## src/rtl/sgcr_pkg.sv

```systemverilog
// sgcr_pkg: shared types, constants and font table of the scaled glyph column renderer
// no dependencies
package sgcr_pkg;

    localparam int PAGE_COUNT = 8;
    localparam int CHAR_PITCH = 6;
    localparam int GLYPH_W    = 5;
    localparam int JOB_DEPTH  = 2;

    localparam logic [7:0] FIRST_CODE = 8'd32;
    localparam logic [7:0] LAST_CODE  = 8'd100;
    localparam logic [2:0] PAGE_MASK  = 3'(PAGE_COUNT - 1);

    typedef enum logic {
        CMD_WRITE_CHAR = 1'b0,
        CMD_SET_CURSOR = 1'b1
    } t_command;

    typedef struct packed {
        logic       command;
        logic [7:0] char_code;
        logic [1:0] scale_code;
        logic [7:0] new_column;
        logic [7:0] new_page;
    } t_in_item;

    typedef struct packed {
        logic [31:0] column_pixels;
        logic [6:0]  column_address;
        logic [2:0]  start_page;
        logic [2:0]  page_count;
        logic        last;
    } t_out_item;

    typedef struct packed {
        logic [39:0] glyph;
        logic [1:0]  scale_code;
        logic [4:0]  total;
        logic [6:0]  column;
        logic [2:0]  page;
    } t_job;

    // five glyph column bytes, column 0 in the low byte, bit 0 is the top row
    function automatic logic [39:0] glyph_lookup(input logic [6:0] idx);
        logic [39:0] g;
        case (idx)
            7'd0:  g = 40'h0000000000;
            7'd1:  g = 40'h00002f0000;
            7'd2:  g = 40'h0007000700;
            7'd3:  g = 40'h147f147f14;
            7'd4:  g = 40'h122a7f2a24;
            7'd5:  g = 40'h2313086462;
            7'd6:  g = 40'h5022554936;
            7'd7:  g = 40'h0000030500;
            7'd8:  g = 40'h0041221c00;
            7'd9:  g = 40'h001c224100;
            7'd10: g = 40'h14083e0814;
            7'd11: g = 40'h08083e0808;
            7'd12: g = 40'h0060a00000;
            7'd13: g = 40'h0808080808;
            7'd14: g = 40'h0000606000;
            7'd15: g = 40'h0204081020;
            7'd16: g = 40'h3e4549513e;
            7'd17: g = 40'h00407f4200;
            7'd18: g = 40'h4649516142;
            7'd19: g = 40'h314b454121;
            7'd20: g = 40'h107f121418;
            7'd21: g = 40'h3945454527;
            7'd22: g = 40'h3049494a3c;
            7'd23: g = 40'h0305097101;
            7'd24: g = 40'h3649494936;
            7'd25: g = 40'h1e29494906;
            7'd26: g = 40'h0000363600;
            7'd27: g = 40'h0000365600;
            7'd28: g = 40'h0041221408;
            7'd29: g = 40'h1414141414;
            7'd30: g = 40'h0814224100;
            7'd31: g = 40'h0609510102;
            7'd32: g = 40'h3e51594932;
            7'd33: g = 40'h7c1211127c;
            7'd34: g = 40'h364949497f;
            7'd35: g = 40'h224141413e;
            7'd36: g = 40'h1c2241417f;
            7'd37: g = 40'h414949497f;
            7'd38: g = 40'h010909097f;
            7'd39: g = 40'h7a4949413e;
            7'd40: g = 40'h7f0808087f;
            7'd41: g = 40'h00417f4100;
            7'd42: g = 40'h013f414020;
            7'd43: g = 40'h412214087f;
            7'd44: g = 40'h404040407f;
            7'd45: g = 40'h7f020c027f;
            7'd46: g = 40'h7f1008047f;
            7'd47: g = 40'h3e4141413e;
            7'd48: g = 40'h060909097f;
            7'd49: g = 40'h5e2151413e;
            7'd50: g = 40'h462919097f;
            7'd51: g = 40'h3149494946;
            7'd52: g = 40'h01017f0101;
            7'd53: g = 40'h3f4040403f;
            7'd54: g = 40'h1f2040201f;
            7'd55: g = 40'h3f4038403f;
            7'd56: g = 40'h6314081463;
            7'd57: g = 40'h0708700807;
            7'd58: g = 40'h4345495161;
            7'd59: g = 40'h0041417f00;
            7'd60: g = 40'h2010080402;
            7'd61: g = 40'h007f414100;
            7'd62: g = 40'h0402010204;
            7'd63: g = 40'h4040404040;
            7'd64: g = 40'h3838383838;
            7'd65: g = 40'hffffffffff;
            7'd66: g = 40'hffffffffff;
            7'd67: g = 40'hffffffffff;
            7'd68: g = 40'hffffffffff;
            default: g = 40'h0000000000;
        endcase
        return g;
    endfunction

    // repeat each glyph bit vertically by the scale
    function automatic logic [31:0] stretch_column(input logic [7:0] bits,
                                                   input logic [1:0] scale_code);
        logic [31:0] acc;
        acc = '0;
        case (scale_code)
            2'd0: acc[7:0] = bits;
            2'd1: for (int r = 0; r < 8; r++) acc[2*r +: 2] = {2{bits[r]}};
            2'd2: for (int r = 0; r < 8; r++) acc[3*r +: 3] = {3{bits[r]}};
            2'd3: for (int r = 0; r < 8; r++) acc[4*r +: 4] = {4{bits[r]}};
            default: acc = '0;
        endcase
        return acc;
    endfunction

endpackage

```

## src/rtl/sgcr_back.sv

```systemverilog
// sgcr_back: walks a render job column by column into the result register
// depends on sgcr_pkg
module sgcr_back (
    input  logic               i_clk,
    input  logic               i_rst_n,
    input  logic               i_job_empty,
    input  sgcr_pkg::t_job     i_job,
    output logic               o_job_pop,
    input  logic               i_pop,
    output logic               o_empty,
    output sgcr_pkg::t_out_item o_item
);

    sgcr_pkg::t_job      r_job;
    logic                r_busy;
    logic [4:0]          r_idx;
    logic [2:0]          r_gcol;
    logic [1:0]          r_rep;
    logic [6:0]          r_col;
    sgcr_pkg::t_out_item r_out;
    logic                r_out_valid;

    logic                advance, emit, slice_last, load;
    logic [7:0]          col_byte;
    sgcr_pkg::t_out_item slice;

    assign advance    = !r_out_valid || i_pop;
    assign emit       = r_busy && advance;
    assign slice_last = (r_idx == r_job.total - 5'd1);
    assign load       = !i_job_empty && (!r_busy || (emit && slice_last));
    assign o_job_pop  = load;
    assign o_empty    = !r_out_valid;
    assign o_item     = r_out;

    always_comb begin
        case (r_gcol)
            3'd0: col_byte = r_job.glyph[7:0];
            3'd1: col_byte = r_job.glyph[15:8];
            3'd2: col_byte = r_job.glyph[23:16];
            3'd3: col_byte = r_job.glyph[31:24];
            3'd4: col_byte = r_job.glyph[39:32];
            default: col_byte = 8'd0;
        endcase
        slice.column_pixels  = sgcr_pkg::stretch_column(col_byte, r_job.scale_code);
        slice.column_address = r_col;
        slice.start_page     = r_job.page;
        slice.page_count     = {1'b0, r_job.scale_code} + 3'd1;
        slice.last           = slice_last;
    end

    always_ff @(posedge i_clk) begin
        if (emit) begin
            r_out <= slice;
        end
        if (load) begin
            r_job <= i_job;
            r_col <= i_job.column;
        end else if (emit) begin
            r_col <= r_col + 7'd1;
        end
    end

    always_ff @(posedge i_clk) begin
        if (!i_rst_n) begin
            r_busy      <= 1'b0;
            r_idx       <= '0;
            r_gcol      <= '0;
            r_rep       <= '0;
            r_out_valid <= 1'b0;
        end else begin
            if (emit) begin
                r_out_valid <= 1'b1;
            end else if (i_pop) begin
                r_out_valid <= 1'b0;
            end
            if (load) begin
                r_busy <= 1'b1;
                r_idx  <= '0;
                r_gcol <= '0;
                r_rep  <= '0;
            end else if (emit) begin
                if (slice_last) begin
                    r_busy <= 1'b0;
                end
                r_idx <= r_idx + 5'd1;
                if (r_rep == r_job.scale_code) begin
                    r_rep  <= '0;
                    r_gcol <= r_gcol + 3'd1;
                end else begin
                    r_rep <= r_rep + 2'd1;
                end
            end
        end
    end

endmodule
```

## config.mk

```make
export PLATFORM = sky130hd
export DESIGN_NAME = sgcr_back
export DESIGN_NICKNAME = d
export VERILOG_FILES = /design/src/rtl/sgcr_pkg.sv /design/src/rtl/sgcr_back.sv
export SDC_FILE = /design/constraint.sdc
export NUM_CORES = 1
export LEC_CHECK = 0
export BUFFER_PORTS_ARGS = -buffer_cell sky130_fd_sc_hd__buf_2
export CORE_UTILIZATION = 45
export CTS_CLUSTER_DIAMETER = 30
export DETAILED_ROUTE_END_ITERATION = 16
export GPL_TIMING_DRIVEN = 0
export PLACE_DENSITY = 0.66
export SLEW_MARGIN = 5
export SYNTH_ARGS = -nofsm -noshare
export SYNTH_HDL_FRONTEND = slang
export SYNTH_SLANG_ARGS = --single-unit
```

## constraint.sdc

```tcl
create_clock -name i_clk -period 5.85 [get_ports i_clk]
set_input_delay 0.8775 -clock i_clk [delete_from_list [all_inputs] [get_ports i_clk]]
set_output_delay 0.8775 -clock i_clk [all_outputs]
set_load 0.01 [all_outputs]
```

# Yosys cells after proc, flatten, opt, wreduce, memory -nomap -nowiden

Index checks and enable logic that the tools add are counted.

Output and inout port bits: 48
Bits in registers: 112

Equal/unequal tests: 9
Multiplexer cells: 12
Bitwise operators: 1
$add $sub $neg: 6
Reduce and logical (&&, ||, !) cells: 16

Operators with widths:

| operator            | count |
|---|---|
| $pmux 8 s5          | 1 |
| $pmux 8 s4          | 1 |
| $pmux 8 s3          | 1 |
| $pmux 8 s2          | 1 |
| $mux 7              | 2 |
| $add 7x1->7 const B | 1 |
| $eq 3x2->1 const B  | 2 |
| $reduce_bool 2->1   | 3 |
| $add 5x1->5 const B | 1 |
| $eq 5x5->1          | 1 |
| $mux 1              | 5 |
| $sub 5x1->5 const B | 1 |
| $eq 2x2->1 const B  | 2 |
| $reduce_and 2->1    | 2 |
| $add 2x1->3 const B | 1 |
| $add 3x1->3 const B | 1 |
| $eq 3x1->1 const B  | 1 |
| $eq 3x3->1 const B  | 1 |
| $logic_and 1x1->1   | 3 |
| $logic_not 1->1     | 3 |
| $logic_not 3->1     | 1 |
| $add 2x1->2 const B | 1 |
| $eq 2x1->1 const B  | 1 |
| $eq 2x2->1          | 1 |
| other kinds (5)     | 6 |

# Longest topological paths before layout

Word-level depth: 8
Depth in mapped cells: 10
Gate-level depth less buffers: 7

# Least setup slack after synthesis

Ideal clock, no wire load.

Path kind: reg-to-output
From: reg r_job[10] in the netlist's numbering
To: out o_job_pop
Path buffers: 1
Cell stages (with the launch flop): 9
Slack: 2,250 ps
Arrival time: 2,723 ps
Data required time: 4,973 ps
Path through: edfxtp_1 -> inv_1 -> ha_1 -> xor2_1 -> o211a_1 -> a211oi_2 -> a31oi_4 -> buf_6 -> inv_1

RTL lines:

| item                     | RTL line        | RTL |
|---|---|---|
| start: declaration       | sgcr_back.sv:14 | `sgcr_pkg::t_job r_job;` |
| start signal: assignment | sgcr_back.sv:56 | `r_job <= i_job;` |
| end: declaration         | sgcr_back.sv:8  | `output logic o_job_pop,` |

==> flow_summary.yaml <==
run_status:
  status: "finished clean"
detailed_routing:
  wl_mm: 7.443
  vias: 2652
  dr.pass1.iters: 5
  antenna_left: 0
  vias_per_cell: 4.804
  drt_iter0_markers: 107
  wire_per_inst_um: 13.48
  drc: 0
worst_setup_path:
  crit_type: "reg -> out"
  cp-start-kind: "register"
  critPathCaptureType: "primary output"
  cp.required_ps: 4970
  rr_worst_depth: 10
  arrival_ps: 2550
  r2r_slack_ps: 3020
  crit_path_max_fanout: 10
timing:
  rsz0062_at_grt: "false"
  slew_headroom_pct: 47.69
  max_slew.worst_pin.slew_ps: 762.8
  finalSetupViolations: 0
  min_period_ps: 3429
  fmax_mhz: 291.7
  timing.hold.ws_ps: 427.5
  period_share_pct: 58.61
  setup_tns_ps: 0
  setup_ws_ps: 2421
  fin_skew_ps: 12.39
  drv_slew: 0
  hold_viol_final: 0
flow_run:
  maxCapViolations: 0
placement:
  place_inst: 536
  postPlaceCellArea_um2: 5016
  dpl_worst_slack_ps: 2768
  gp_congestion: 0.7325
  dp_hpwl_mm: 5.371
  port_buffers: 108
power_and_ir_drop:
  fin_total_pwr_mw: 1.502
  p_per_area_nw_per_um2: 288.5
  p_leak_nw: 2.092
  ir_drop_mv: 0.1365
logic_synthesis:
  ys_ff_latch: 103
  ys_seq_area_share_pct: 69.23
  synthesis.nets: 371
  yosys-top-cells-area: "edfxtp_1 (64%), dfxtp_1 (5.6%), ha_1 (3.5%), xnor2_1 (2.7%), buf_4 (2.3%)"
  mappedNetlistArea_um2: 4294
  synth.avg_cell_area_um2: 14.41
  synth.most_common_cell: "edfxtp_1"
  synth_cell_type_count: 43
  synth-main-ff-cell: "edfxtp_1"
  async_reset_ff_share_pct: 0
  netlist_instances: 298
  synth_edf_count: 91
  synthTopCellsByCount: "edfxtp_1 (91), nand2_1 (23), nor2_1 (15)"
  synth_area_leader_cell: "edfxtp_1"
  synth_top_area_share_pct: 63.64
  yosysWarnings: 0
die:
  die_w_um: 99.69
  die_h_um: 99.69
  start_util_pct: 46.47
  core_area_um2: 9240
  rows: 35
  io_pins: 109
  die-area_um2: 9937
final_layout:
  design_area_um2: 5205
  nFillCells: 806
  multi_input_area_um2: 1114
  register_area_um2: 2973
  num_antenna_cells: 0
  final_cells: 552
  final_core_util_pct: 56.33
  final_nets: 491
  drive_gt1_share_pct: 35.46
  area.growth.synth_to_final_pct: 21.21
clock_network:
  h-tree-depth: 3
  clock_path_buffers: 2
  clock_latency_ps: 350
  clkSlewWorstSetupHoldPaths_ps: 100
  cts.sinks: 103
  cts_setup_buffers: 0
  cts_made_buffers: 9
  cts_hold_buf: 0
  cts_tree: "done"
  cts_resized: 0
  cts-root-buf: "clkbuf_8"
global_route:
  grt_pass1_wl_mm: 12.01
  grt_pass1_vias: 2501
  grt-ovfl-total: 0
  grt_max_degree: 47
  antenna_found_initial: 0
  grt_usage_pct: 15.81
worst_hold_path:
  hold_class: "reg -> reg"
  holdPathStages: 0
[power by group]
group	internal, mW	switching (mW)	total (mW)
combinational	0.0840	0.0991	0.183
sequential	0.875	0.0268	0.901
clock	0.164	0.253	0.417
[critical path, stage by stage (launching register included)]
cell and delay (ps):
edfxtp_1 400, inv_1 60, ha_1 230, xor2_1 170, o211a_1 220, a211oi_2 400
a31oi_4 200, buf_6 190, inv_2 160, buf_2 160
[cells by family after synthesis]
kind of cell	count (synthesis)	synth area share, %
multiplexers	11	2.710
adder cells (fa/ha/maj)	12	3.496
XOR/XNOR	17	3.467
flip-flops	103	69.23
AND/OR/NAND/NOR	62	6.993
buffers and inverters	40	4.837
AO/OA/AOI/OAI	53	9.266
[sequential cells by signal (all words and copies together), names as in the netlist]
| register | flops |
|---|---|
| o_item | 34 |
| r_busy | 1 |
| r_col | 7 |
| r_gcol | 3 |
| r_idx | 5 |
| r_job | 50 |
| r_out_valid | 1 |
| r_rep | 2 |
[per-layer routing]
layer  GRT usage, %  vias up  part of all wire (%)
li1               -     1348                     -
met1          21.26     1224                    46
met2          24.93       78                    49
met3          3.654        2                   4.5
met4          6.222        0                  0.62
met5              0        -                     0
[layout make-up]
class	count	area share, %
flip-flops and latches	103	57.12
multi-input cells	155	21.39
repair buffers	109	10.77
well taps	129	3.101
plain buffers	25	2.909
clock buffers	9	2.380
clock inverters	7	1.250
inverters	15	1.082
[final timing paths]
check / startpoint / to
setup reg to reg: r_gcol[2]$_SDFFE_PP0P_ / o_item[21]$_DFFE_PP_
hold / removal: r_job[1]$_DFFE_PP_ / o_item[5]$_DFFE_PP_
hold reg to reg: r_job[1]$_DFFE_PP_ / o_item[5]$_DFFE_PP_
setup / recovery: r_job[10]$_DFFE_PP_ / o_job_pop
[placed cells by master, fill, tap and decap left out, types with 5 or more instances in the layout]
| cell type | count |
|---|---|
| inv_1 | 12 |
| dfxtp_1 | 12 |
| a21oi_1 | 7 |
| clkbuf_1 | 7 |
| nand2_1 | 23 |
| buf_2 | 109 |
| buf_4 | 13 |
| xnor2_1 | 13 |
| nor2_1 | 15 |
| a32oi_1 | 8 |
| clkbuf_8 | 9 |
| o21ai_0 | 13 |
| ha_1 | 12 |
| a222oi_1 | 8 |
| mux2i_1 | 6 |
| a31oi_1 | 5 |
| and3_1 | 9 |
| mux2_2 | 5 |
| edfxtp_1 | 91 |
No activity file was read; power rests on OpenSTA's default activity.
