**src/rtl/sgcr_pkg.sv**
```systemverilog
// sgcr_pkg: shared types, constants and font table of the scaled glyph column renderer
// no dependencies
package sgcr_pkg;

    localparam int PAGE_COUNT = 8;
    localparam int CHAR_PITCH = 6;
    localparam int GLYPH_W    = 5;
    localparam int JOB_DEPTH  = 2;

    localparam logic [7:0] FIRST_CODE = 8'd32;
    localparam logic [7:0] LAST_CODE  = 8'd100;
    localparam logic [2:0] PAGE_MASK  = 3'(PAGE_COUNT - 1);

    typedef enum logic {
        CMD_WRITE_CHAR = 1'b0,
        CMD_SET_CURSOR = 1'b1
    } t_command;

    typedef struct packed {
        logic       command;
        logic [7:0] char_code;
        logic [1:0] scale_code;
        logic [7:0] new_column;
        logic [7:0] new_page;
    } t_in_item;

    typedef struct packed {
        logic [31:0] column_pixels;
        logic [6:0]  column_address;
        logic [2:0]  start_page;
        logic [2:0]  page_count;
        logic        last;
    } t_out_item;

    typedef struct packed {
        logic [39:0] glyph;
        logic [1:0]  scale_code;
        logic [4:0]  total;
        logic [6:0]  column;
        logic [2:0]  page;
    } t_job;

    // five glyph column bytes, column 0 in the low byte, bit 0 is the top row
    function automatic logic [39:0] glyph_lookup(input logic [6:0] idx);
        logic [39:0] g;
        case (idx)
            7'd0:  g = 40'h0000000000;
            7'd1:  g = 40'h00002f0000;
            7'd2:  g = 40'h0007000700;
            7'd3:  g = 40'h147f147f14;
            7'd4:  g = 40'h122a7f2a24;
            7'd5:  g = 40'h2313086462;
            7'd6:  g = 40'h5022554936;
            7'd7:  g = 40'h0000030500;
            7'd8:  g = 40'h0041221c00;
            7'd9:  g = 40'h001c224100;
            7'd10: g = 40'h14083e0814;
            7'd11: g = 40'h08083e0808;
            7'd12: g = 40'h0060a00000;
            7'd13: g = 40'h0808080808;
            7'd14: g = 40'h0000606000;
            7'd15: g = 40'h0204081020;
            7'd16: g = 40'h3e4549513e;
            7'd17: g = 40'h00407f4200;
            7'd18: g = 40'h4649516142;
            7'd19: g = 40'h314b454121;
            7'd20: g = 40'h107f121418;
            7'd21: g = 40'h3945454527;
            7'd22: g = 40'h3049494a3c;
            7'd23: g = 40'h0305097101;
            7'd24: g = 40'h3649494936;
            7'd25: g = 40'h1e29494906;
            7'd26: g = 40'h0000363600;
            7'd27: g = 40'h0000365600;
            7'd28: g = 40'h0041221408;
            7'd29: g = 40'h1414141414;
            7'd30: g = 40'h0814224100;
            7'd31: g = 40'h0609510102;
            7'd32: g = 40'h3e51594932;
            7'd33: g = 40'h7c1211127c;
            7'd34: g = 40'h364949497f;
            7'd35: g = 40'h224141413e;
            7'd36: g = 40'h1c2241417f;
            7'd37: g = 40'h414949497f;
            7'd38: g = 40'h010909097f;
            7'd39: g = 40'h7a4949413e;
            7'd40: g = 40'h7f0808087f;
            7'd41: g = 40'h00417f4100;
            7'd42: g = 40'h013f414020;
            7'd43: g = 40'h412214087f;
            7'd44: g = 40'h404040407f;
            7'd45: g = 40'h7f020c027f;
            7'd46: g = 40'h7f1008047f;
            7'd47: g = 40'h3e4141413e;
            7'd48: g = 40'h060909097f;
            7'd49: g = 40'h5e2151413e;
            7'd50: g = 40'h462919097f;
            7'd51: g = 40'h3149494946;
            7'd52: g = 40'h01017f0101;
            7'd53: g = 40'h3f4040403f;
            7'd54: g = 40'h1f2040201f;
            7'd55: g = 40'h3f4038403f;
            7'd56: g = 40'h6314081463;
            7'd57: g = 40'h0708700807;
            7'd58: g = 40'h4345495161;
            7'd59: g = 40'h0041417f00;
            7'd60: g = 40'h2010080402;
            7'd61: g = 40'h007f414100;
            7'd62: g = 40'h0402010204;
            7'd63: g = 40'h4040404040;
            7'd64: g = 40'h3838383838;
            7'd65: g = 40'hffffffffff;
            7'd66: g = 40'hffffffffff;
            7'd67: g = 40'hffffffffff;
            7'd68: g = 40'hffffffffff;
            default: g = 40'h0000000000;
        endcase
        return g;
    endfunction

    // repeat each glyph bit vertically by the scale
    function automatic logic [31:0] stretch_column(input logic [7:0] bits,
                                                   input logic [1:0] scale_code);
        logic [31:0] acc;
        acc = '0;
        case (scale_code)
            2'd0: acc[7:0] = bits;
            2'd1: for (int r = 0; r < 8; r++) acc[2*r +: 2] = {2{bits[r]}};
            2'd2: for (int r = 0; r < 8; r++) acc[3*r +: 3] = {3{bits[r]}};
            2'd3: for (int r = 0; r < 8; r++) acc[4*r +: 4] = {4{bits[r]}};
            default: acc = '0;
        endcase
        return acc;
    endfunction

endpackage

```
**src/rtl/sgcr_job_fifo.sv**
```systemverilog
// sgcr_job_fifo: short queue of render jobs between front and back
// depends on sgcr_pkg
module sgcr_job_fifo (
    input  logic           i_clk,
    input  logic           i_rst_n,
    input  logic           i_push,
    input  sgcr_pkg::t_job i_job,
    input  logic           i_pop,
    output logic           o_full,
    output logic           o_empty,
    output sgcr_pkg::t_job o_job
);

    localparam int PTR_W = (sgcr_pkg::JOB_DEPTH > 1) ? $clog2(sgcr_pkg::JOB_DEPTH) : 1;
    localparam int CNT_W = $clog2(sgcr_pkg::JOB_DEPTH + 1);

    sgcr_pkg::t_job    r_mem [sgcr_pkg::JOB_DEPTH];
    logic [PTR_W-1:0]  r_wr_ptr, r_rd_ptr;
    logic [CNT_W-1:0]  r_count;
    logic              do_push, do_pop;

    assign o_full  = (r_count == CNT_W'(sgcr_pkg::JOB_DEPTH));
    assign o_empty = (r_count == '0);
    assign o_job   = r_mem[r_rd_ptr];
    assign do_push = i_push && !o_full;
    assign do_pop  = i_pop && !o_empty;

    always_ff @(posedge i_clk) begin
        if (do_push) begin
            r_mem[r_wr_ptr] <= i_job;
        end
    end

    always_ff @(posedge i_clk) begin
        if (!i_rst_n) begin
            r_wr_ptr <= '0;
            r_rd_ptr <= '0;
            r_count  <= '0;
        end else begin
            if (do_push) begin
                r_wr_ptr <= (r_wr_ptr == PTR_W'(sgcr_pkg::JOB_DEPTH - 1)) ? '0 : r_wr_ptr + 1'b1;
            end
            if (do_pop) begin
                r_rd_ptr <= (r_rd_ptr == PTR_W'(sgcr_pkg::JOB_DEPTH - 1)) ? '0 : r_rd_ptr + 1'b1;
            end
            if (do_push && !do_pop) begin
                r_count <= r_count + 1'b1;
            end else if (do_pop && !do_push) begin
                r_count <= r_count - 1'b1;
            end
        end
    end

endmodule

```
**config.mk**
```make
export PLATFORM = sky130hd
export DESIGN_NAME = sgcr_job_fifo
export DESIGN_NICKNAME = d
export VERILOG_FILES = /design/src/rtl/sgcr_pkg.sv /design/src/rtl/sgcr_job_fifo.sv
export SDC_FILE = /design/constraint.sdc
export NUM_CORES = 1
export LEC_CHECK = 0
export ABC_AREA = 0
export BUFFER_PORTS_ARGS = -buffer_cell sky130_fd_sc_hd__buf_2
export CAP_MARGIN = 20
export CORE_UTILIZATION = 52
export DETAILED_ROUTE_END_ITERATION = 6
export GPL_ROUTABILITY_DRIVEN = 0
export PLACE_DENSITY = 0.83
export SETUP_SLACK_MARGIN = 0.5
export SYNTH_ARGS = -nofsm -noshare
export SYNTH_HDL_FRONTEND = slang
export SYNTH_SLANG_ARGS = --single-unit
export TNS_END_PERCENT = 20
```
**constraint.sdc**
```tcl
create_clock -name i_clk -period 4.2 [get_ports i_clk]
set_clock_uncertainty 0.1 [all_clocks]
set_input_delay 0.84 -clock i_clk [delete_from_list [all_inputs] [get_ports i_clk]]
set_output_delay 0.84 -clock i_clk [all_outputs]
set_load 0.005 [all_outputs]
```
-- Word level (Yosys, flattened, before mapping)
Memories as Yosys holds them, arrays and structs flattened. A register that Yosys moved wholly into a read port is not among the register bits.
Index checks and enable logic that the tools add are counted.
- bits in registers: 4
- latch bits: 0
- RAM bits: 114
- bits in read-only memories: 0
- bits of input ports: 61
- output and inout bits: 59
- logic and storage cells: 27
- memories kept: 1
- memories (name ; words ; bits a word ; rd ports ; clocked after memory_dff ; wr ports ; RTL line ; text):
    r_mem ; 2 ; 57 ; 1 ; 1 ; 1 ; sgcr_job_fifo.sv:17 ; sgcr_pkg::t_job r_mem [sgcr_pkg::JOB_DEPTH];
- $add $sub $neg: 4
- multipliers: 0
- divide/modulo/power cells: 0
- magnitude comparators: 0
- equality and inequality tests: 1
- shift-type cells: 0
- mux-type cells: 8
- bitwise logic cells: 0
- reductions and logical operators: 10
- operators with widths (cell ; count):
    1-bit two-way mux ; 6
    1-bit logical AND ; 4
    1-bit logical NOT ; 4
    2-bit two-way mux ; 2
    1-bit adder (second input constant) ; 2
    2-bit by 1-bit adder with 2-bit output (second input constant) ; 1
    2-bit == test (second input constant) ; 1
    2-bit logical NOT ; 1
    2-bit nonzero test ; 1
    2-bit by 1-bit subtractor with 2-bit output (second input constant) ; 1

-- Longest topological paths before layout
Gate-level depths: netlist (run 1).
- depth after elaboration: 7
- gate-level depth with buffers: 7
- gate-level depth less buffers: 7

-- Worst setup path before layout (run 1)
Ideal clock, no wire load.
- path type: in2reg
- from: input port i_push
- to: memory r_mem[0][0] (netlist name) (enable)
- library setup time: 0.463 ns
- arrival: 3.163 ns
- required time: 3.637 ns
- path slack: 0.474 ns
- stages: 2
- buffers on the path: 0
- cell sequence: inv_1 -> nor3_2
- word-level cells in the longest chain between the ends: 3
- RTL lines (element ; RTL line ; text):
    from (decl) ; sgcr_job_fifo.sv:6 ; input logic i_push,
    1-bit logical AND ; sgcr_job_fifo.sv:25 ; assign do_push = i_push && !o_full;
    1-bit two-way mux ; sgcr_job_fifo.sv:29 ; if (do_push) begin
    1-bit two-way mux (not written as such) ; sgcr_job_fifo.sv:30 ; r_mem[r_wr_ptr] <= i_job;
    to (decl) ; sgcr_job_fifo.sv:17 ;
No other way between the ends.

==> results of run 1 <==
==> cells in the mapped netlist (all sizes together) <==
library cell,count
ha,1
mux2,57
and3,1
inv,2
nor2,2
nor3,1
nand2b,1
or3,1
a21boi,2
o21ai,2
buf,6
o21a,1
dfxtp,5
edfxtp,114
and2,3
xor2,1
xnor2,2
==> worst max-delay path, delay by kind of cell, from the launching register on <==
family / cells / cell delay (ps)
buf+inv: 2 / 680
flops: 1 / 440
mux: 1 / 420
==> registers in the layout, summed over array words and instances (netlist names), named ones only <==
name and count:
r_count 2, r_wr_ptr 1, r_rd_ptr 1, r_mem 114
==> area by class of cell <==
type / count / area [um2]
clock buffers: 17 / 414.1
clock inverters: 15 / 224.0
fillers: 508 / 2188
inverters: 2 / 7.507
multi-input cells: 75 / 775.7
flip-flops and latches: 119 / 3525
well taps: 102 / 127.6
repair buffers: 123 / 625.6
==> metrics by stage <==
step | cells | cell area [um2] | setup WS, ps | util
after global placement | 421 | 5061 | 1656 | 0.6417
after CTS | 453 | 5699 | 1123 | 0.7226
after detailed placement | 421 | 5061 | 1630 | 0.6417
final | 453 | 5699 | 1168 | 0.7226
after global routing | 453 | 5699 | 1032 | 0.7226
after floorplan | 202 | 4354 | 1359 | -
==> report_power, final <==
part	total [W]	internal, W	switching, W
logic	0.000686	0.000343	0.000343
clock network	0.00154	0.00102	0.000511
registers	0.00155	0.00149	0.0000547
total	0.00377	0.00286	0.000908
==> layer usage <==
metal  up-vias  global-route usage  wire, um
met5         -                   0        12
met4         2             0.06538        23
met3         4             0.07805       558
met2        81              0.2966      3698
met1      1122              0.2157      3091
li1       1077                   -         -
==> path summary, 6_finish.rpt <==
| kind | end | from | cells past startpoint |
|---|---|---|---|
| min reg2reg | r_count[1] | r_count[1] | 2 |
| max | o_job[9] | register | 3 |
| max reg2reg | r_mem[1][40] | r_count[0] | 3 |
| min | r_count[1] | r_count[1] | 2 |
==> logic make-up after synthesis <==
family          count (synthesis)
buf+inv                         8
xor+xnor                        3
mux                            57
compound gates                  5
flops                         119
fa+ha+maj                       1
simple gates                    9
==> impl_metrics.py, run 1 <==
metrics = {
    "run_status": {
        "outcome": "finished clean",
    },
    "critical_path": {
        "critPathKind": "reg -> out",
        "slowest_stage": "buf_4",
        "rrSetupSlack_ps": 1970,
        "slowest_delay_ps": 540,
        "crit_fanout": 49,
        "cp.arrival_ps": 2090,
        "cp_data_required_time_ps": 3260,
        "crit_path_end_kind": "primary output",
        "path_cells": "buf_4, mux2_1, buf_2",
        "cp-start-kind": "register",
    },
    "power": {
        "irDropWorstVdd_uv": 465.9,
        "power_w": 0.003770,
        "leakagePower_nw": 2.172,
        "p_per_area_mw_per_mm2": 661.5,
    },
    "layout": {
        "final_cell_mix": "buf_2 (119), edfxtp_1 (114), mux2_1 (30)",
        "syn_to_final_growth_pct": 31.08,
        "nets": 400,
        "diodes": 0,
        "final_common_cell": "buf_2",
        "drive_gt1_frac": 0.5271,
    },
    "sta": {
        "whs_ps": 433.0,
        "fmax_mhz": 329.8,
        "setup-tns-final_ps": 0,
        "rsz0062_at_grt": "no",
        "hold_violations": 0,
        "fin_crit_sh": 0.7219,
        "slew_violations": 0,
        "worstMarginPinSlew_ps": 743.7,
        "setup_viol": 0,
        "layout_min_cycle_time_ps": 3032,
        "max-slew-margin-rel": 0.5042,
    },
    "floorplan": {
        "io_pins": 120,
        "die_y_um": 93.44,
        "die_w_um": 93.44,
        "row_count": 32,
        "dieArea_mm2": 0.008731,
        "start_util": 0.5512,
        "core_area_mm2": 0.007888,
    },
    "logic_synthesis": {
        "synthSimpleGateAreaFrac": 0.01266,
        "synth_compound_area_frac": 0.007482,
        "synthTopCellsByArea": "edfxtp_1 (79%), mux2_1 (7.8%), mux2_2 (7.0%), dfxtp_1 (2.3%), buf_6 (0.78%)",
        "synth_top_area_frac": 0.7873,
        "ys_warn_count": 0,
        "synth_nets": 264,
        "synthAdderAreaFrac": 0.002878,
        "synth_top_cell_by_area": "edfxtp_1",
        "synth_area_mm2": 0.004348,
        "synth_top_family_by_area": "multiplexers",
        "ys_seq_elements": 119,
        "synth_mux_area_frac": 0.1476,
        "yosys.area_share.xor_xnor": 0.006043,
        "avgSynthCellArea_um2": 21.52,
        "synth_cell_types": 22,
        "netlist_instances": 202,
        "synth_seq_area_share": 0.8104,
    },
    "detailed_routing": {
        "routed_via_density": 5.046,
        "num_vias": 2286,
        "drt_first_pass_iters": 4,
        "antenna_left": 0,
        "drc_errors": 0,
        "wl_um": 7384,
        "wire_per_inst_um": 16.30,
        "first_iter_violations": 143,
    },
    "clocking": {
        "cts_buffers": 17,
        "clk_latency_ps": 490,
        "cts_tree": "done",
        "clock_path_buffers": 2,
        "root_buffer": "clkbuf_8",
        "cts.sinks": 119,
        "clk_pin_slew_ps": 60,
        "cts_setup_buffers": 0,
        "post_cts_resized": 0,
        "ctsHoldBuffers": 0,
        "h-tree-depth": 4,
    },
    "grt": {
        "grt_pass1_vias": 2363,
        "grt_pass1_wl_um": 11380,
        "grt_overflow": 0,
        "antenna_found_initial": 1,
        "grt_use_total": 0.1819,
        "grt_max_degree": 50,
    },
    "place": {
        "io_buffers": 119,
        "dp_hpwl_um": 4636,
    },
    "hold_path": {
        "hp-class": "reg -> reg",
    },
    "run": {
        "cap_violations": 0,
    },
}
(Power assumes the default switching activity.)
==> inputs of run 2 (changes only) <==
==> constraint.sdc (replaced) <==
create_clock -name i_clk -period 2.8 [get_ports i_clk]
set_clock_uncertainty 0.1 [all_clocks]
set_input_delay 0.56 -clock i_clk [delete_from_list [all_inputs] [get_ports i_clk]]
set_output_delay 0.56 -clock i_clk [all_outputs]
set_load 0.005 [all_outputs]
==> impl_metrics.py, run 2 (same netlist as run 1, synthesis figures left out) <==
metrics = {
    "run_status": {
        "outcome": "finished clean",
    },
    "critical_path": {
        "slowest_stage": "dfxtp_4",
        "cp_data_required_time_ps": 2140,
        "slowest_delay_ps": 380,
        "crit_fanout": 23,
        "path_cells": "buf_12, mux2_1, buf_2",
        "crit_path_end_kind": "primary output",
        "cpLargestDelayFamily": "flip-flops",
        "path_buf_inv": 2,
        "cp.arrival_ps": 1540,
        "critPathKind": "reg -> out",
        "cp-start-kind": "register",
    },
    "detailed_routing": {
        "antenna_left": 0,
        "drt_first_pass_iters": 4,
        "first_iter_violations": 91,
        "routed_via_density": 4.945,
        "wire_per_inst_um": 15.95,
        "wl_um": 7255,
        "drc_errors": 0,
        "num_vias": 2250,
    },
    "layout": {
        "regArea_mm2": 0.003528,
        "largest_register": "r_mem",
        "fill_cells": 515,
        "final_util": 0.7183,
        "final_common_cell": "buf_2",
        "diodes": 0,
        "drive_gt1_frac": 0.5354,
        "largestRegisters": "r_mem (114), r_count (2)",
        "nets": 403,
        "multi_input_area_um2": 783.3,
        "largest_reg_flops": 114,
        "final_cell_mix": "buf_2 (119), edfxtp_1 (114), mux2_1 (30)",
        "finalInstanceArea_mm2": 0.005665,
        "syn_to_final_growth_pct": 30.30,
    },
    "clocking": {
        "h-tree-depth": 4,
        "ctsHoldBuffers": 0,
        "clk_pin_slew_ps": 60,
        "cts.sinks": 119,
        "clk_latency_ps": 480,
        "root_buffer": "clkbuf_8",
        "clock_path_buffers": 2,
        "cts_tree": "done",
        "cts_buffers": 17,
    },
    "sta": {
        "fmax_mhz": 454.2,
        "max-slew-margin-rel": 0.6293,
        "layout_min_cycle_time_ps": 2202,
        "fin_crit_sh": 0.7863,
        "setup-tns-final_ps": 0,
        "rsz0062_at_grt": "no",
        "worstMarginPinSlew_ps": 556.0,
        "slew_violations": 0,
        "setup_viol": 0,
        "hold_violations": 0,
    },
    "floorplan": {
        "die_w_um": 93.44,
        "io_pins": 120,
        "start_util": 0.5512,
        "core_area_mm2": 0.007888,
        "die_y_um": 93.44,
        "dieArea_mm2": 0.008731,
        "row_count": 32,
    },
    "grt": {
        "grt_max_degree": 42,
        "antenna_found_initial": 0,
        "grt_pass1_vias": 2282,
        "grt_overflow": 0,
        "grt_pass1_wl_um": 11040,
        "grt_use_total": 0.1754,
    },
    "power": {
        "power_w": 0.005296,
        "combPwrFrac": 0.209,
        "p_int_w": 0.003982,
        "pwr-share-seq": 0.439,
        "swShare": 0.2482,
        "pwr-share-clk": 0.352,
        "irDropWorstVdd_uv": 571.3,
        "p_switching_w": 0.001315,
        "leakagePower_nw": 2.151,
        "p_per_area_mw_per_mm2": 934.9,
    },
    "place": {
        "place_area_mm2": 0.005120,
        "io_buffers": 119,
        "dp_hpwl_um": 4700,
    },
    "hold_path": {
        "hp-class": "in -> reg",
    },
    "run": {
        "cap_violations": 0,
    },
}
-- run 2: final cells by class --
cell class	instances	share of cell area
Sequential cell	119	0.6228
Multi-Input combinational cell	75	0.1383
Timing Repair Buffer	126	0.1210
Clock buffer	18	0.07376
Tap cell	102	0.02253
Clock inverter	13	0.01943
Inverter	2	0.002208
-- run 2: power by group through the flow --
stage / Clock (W) / Combinational [W] / Sequential [W]
2_1_floorplan: 0 / 0.000662 / 0.00233
3_5_place_dp: 0 / 0.00107 / 0.00239
4_1_cts: 0.00191 / 0.00113 / 0.00233
6_report: 0.00187 / 0.00111 / 0.00232
3_3_place_gp: 0 / 0.00105 / 0.00237
5_1_grt: 0.00199 / 0.00121 / 0.00234
-- run 2: timing repair --
| item | 4_1_cts | 5_1_grt |
|---|---|---|
| gates resized for setup | 1 | 0 |
| hold endpoints to repair | 0 | 0 |
| setup endpoints to repair | 57 | 0 |
| buffers inserted | 2 | 0 |
-- run 2: final timing paths --
kind / start / end / slack [ps] / cells after the start
max: register / o_job[11] / 600 / 3
min: i_job[2] / r_mem[1][2] / 160 / 1
max reg2reg: r_count[0] / r_mem[1][11] / 1040 / 3
min reg2reg: r_count[1] / r_count[1] / 460 / 2
-- run 2: metrics by stage --
step                setup slack (ps)  hold slack (ps)  cells
floorplan                      324.0            417.2    202
global placement               792.5            431.9    422
global route                   528.5            130.9    455
CTS                            566.8            132.5    455
detailed placement             773.6            460.7    422
finish                         598.4            155.3    455
-- run 2: routing by layer --
metal	track usage	up-vias	wire, um
met5	0	-	0
met4	0.07308	0	34
met3	0.05447	4	448
met2	0.2972	89	3763
met1	0.2079	1079	3009
li1	-	1078	-
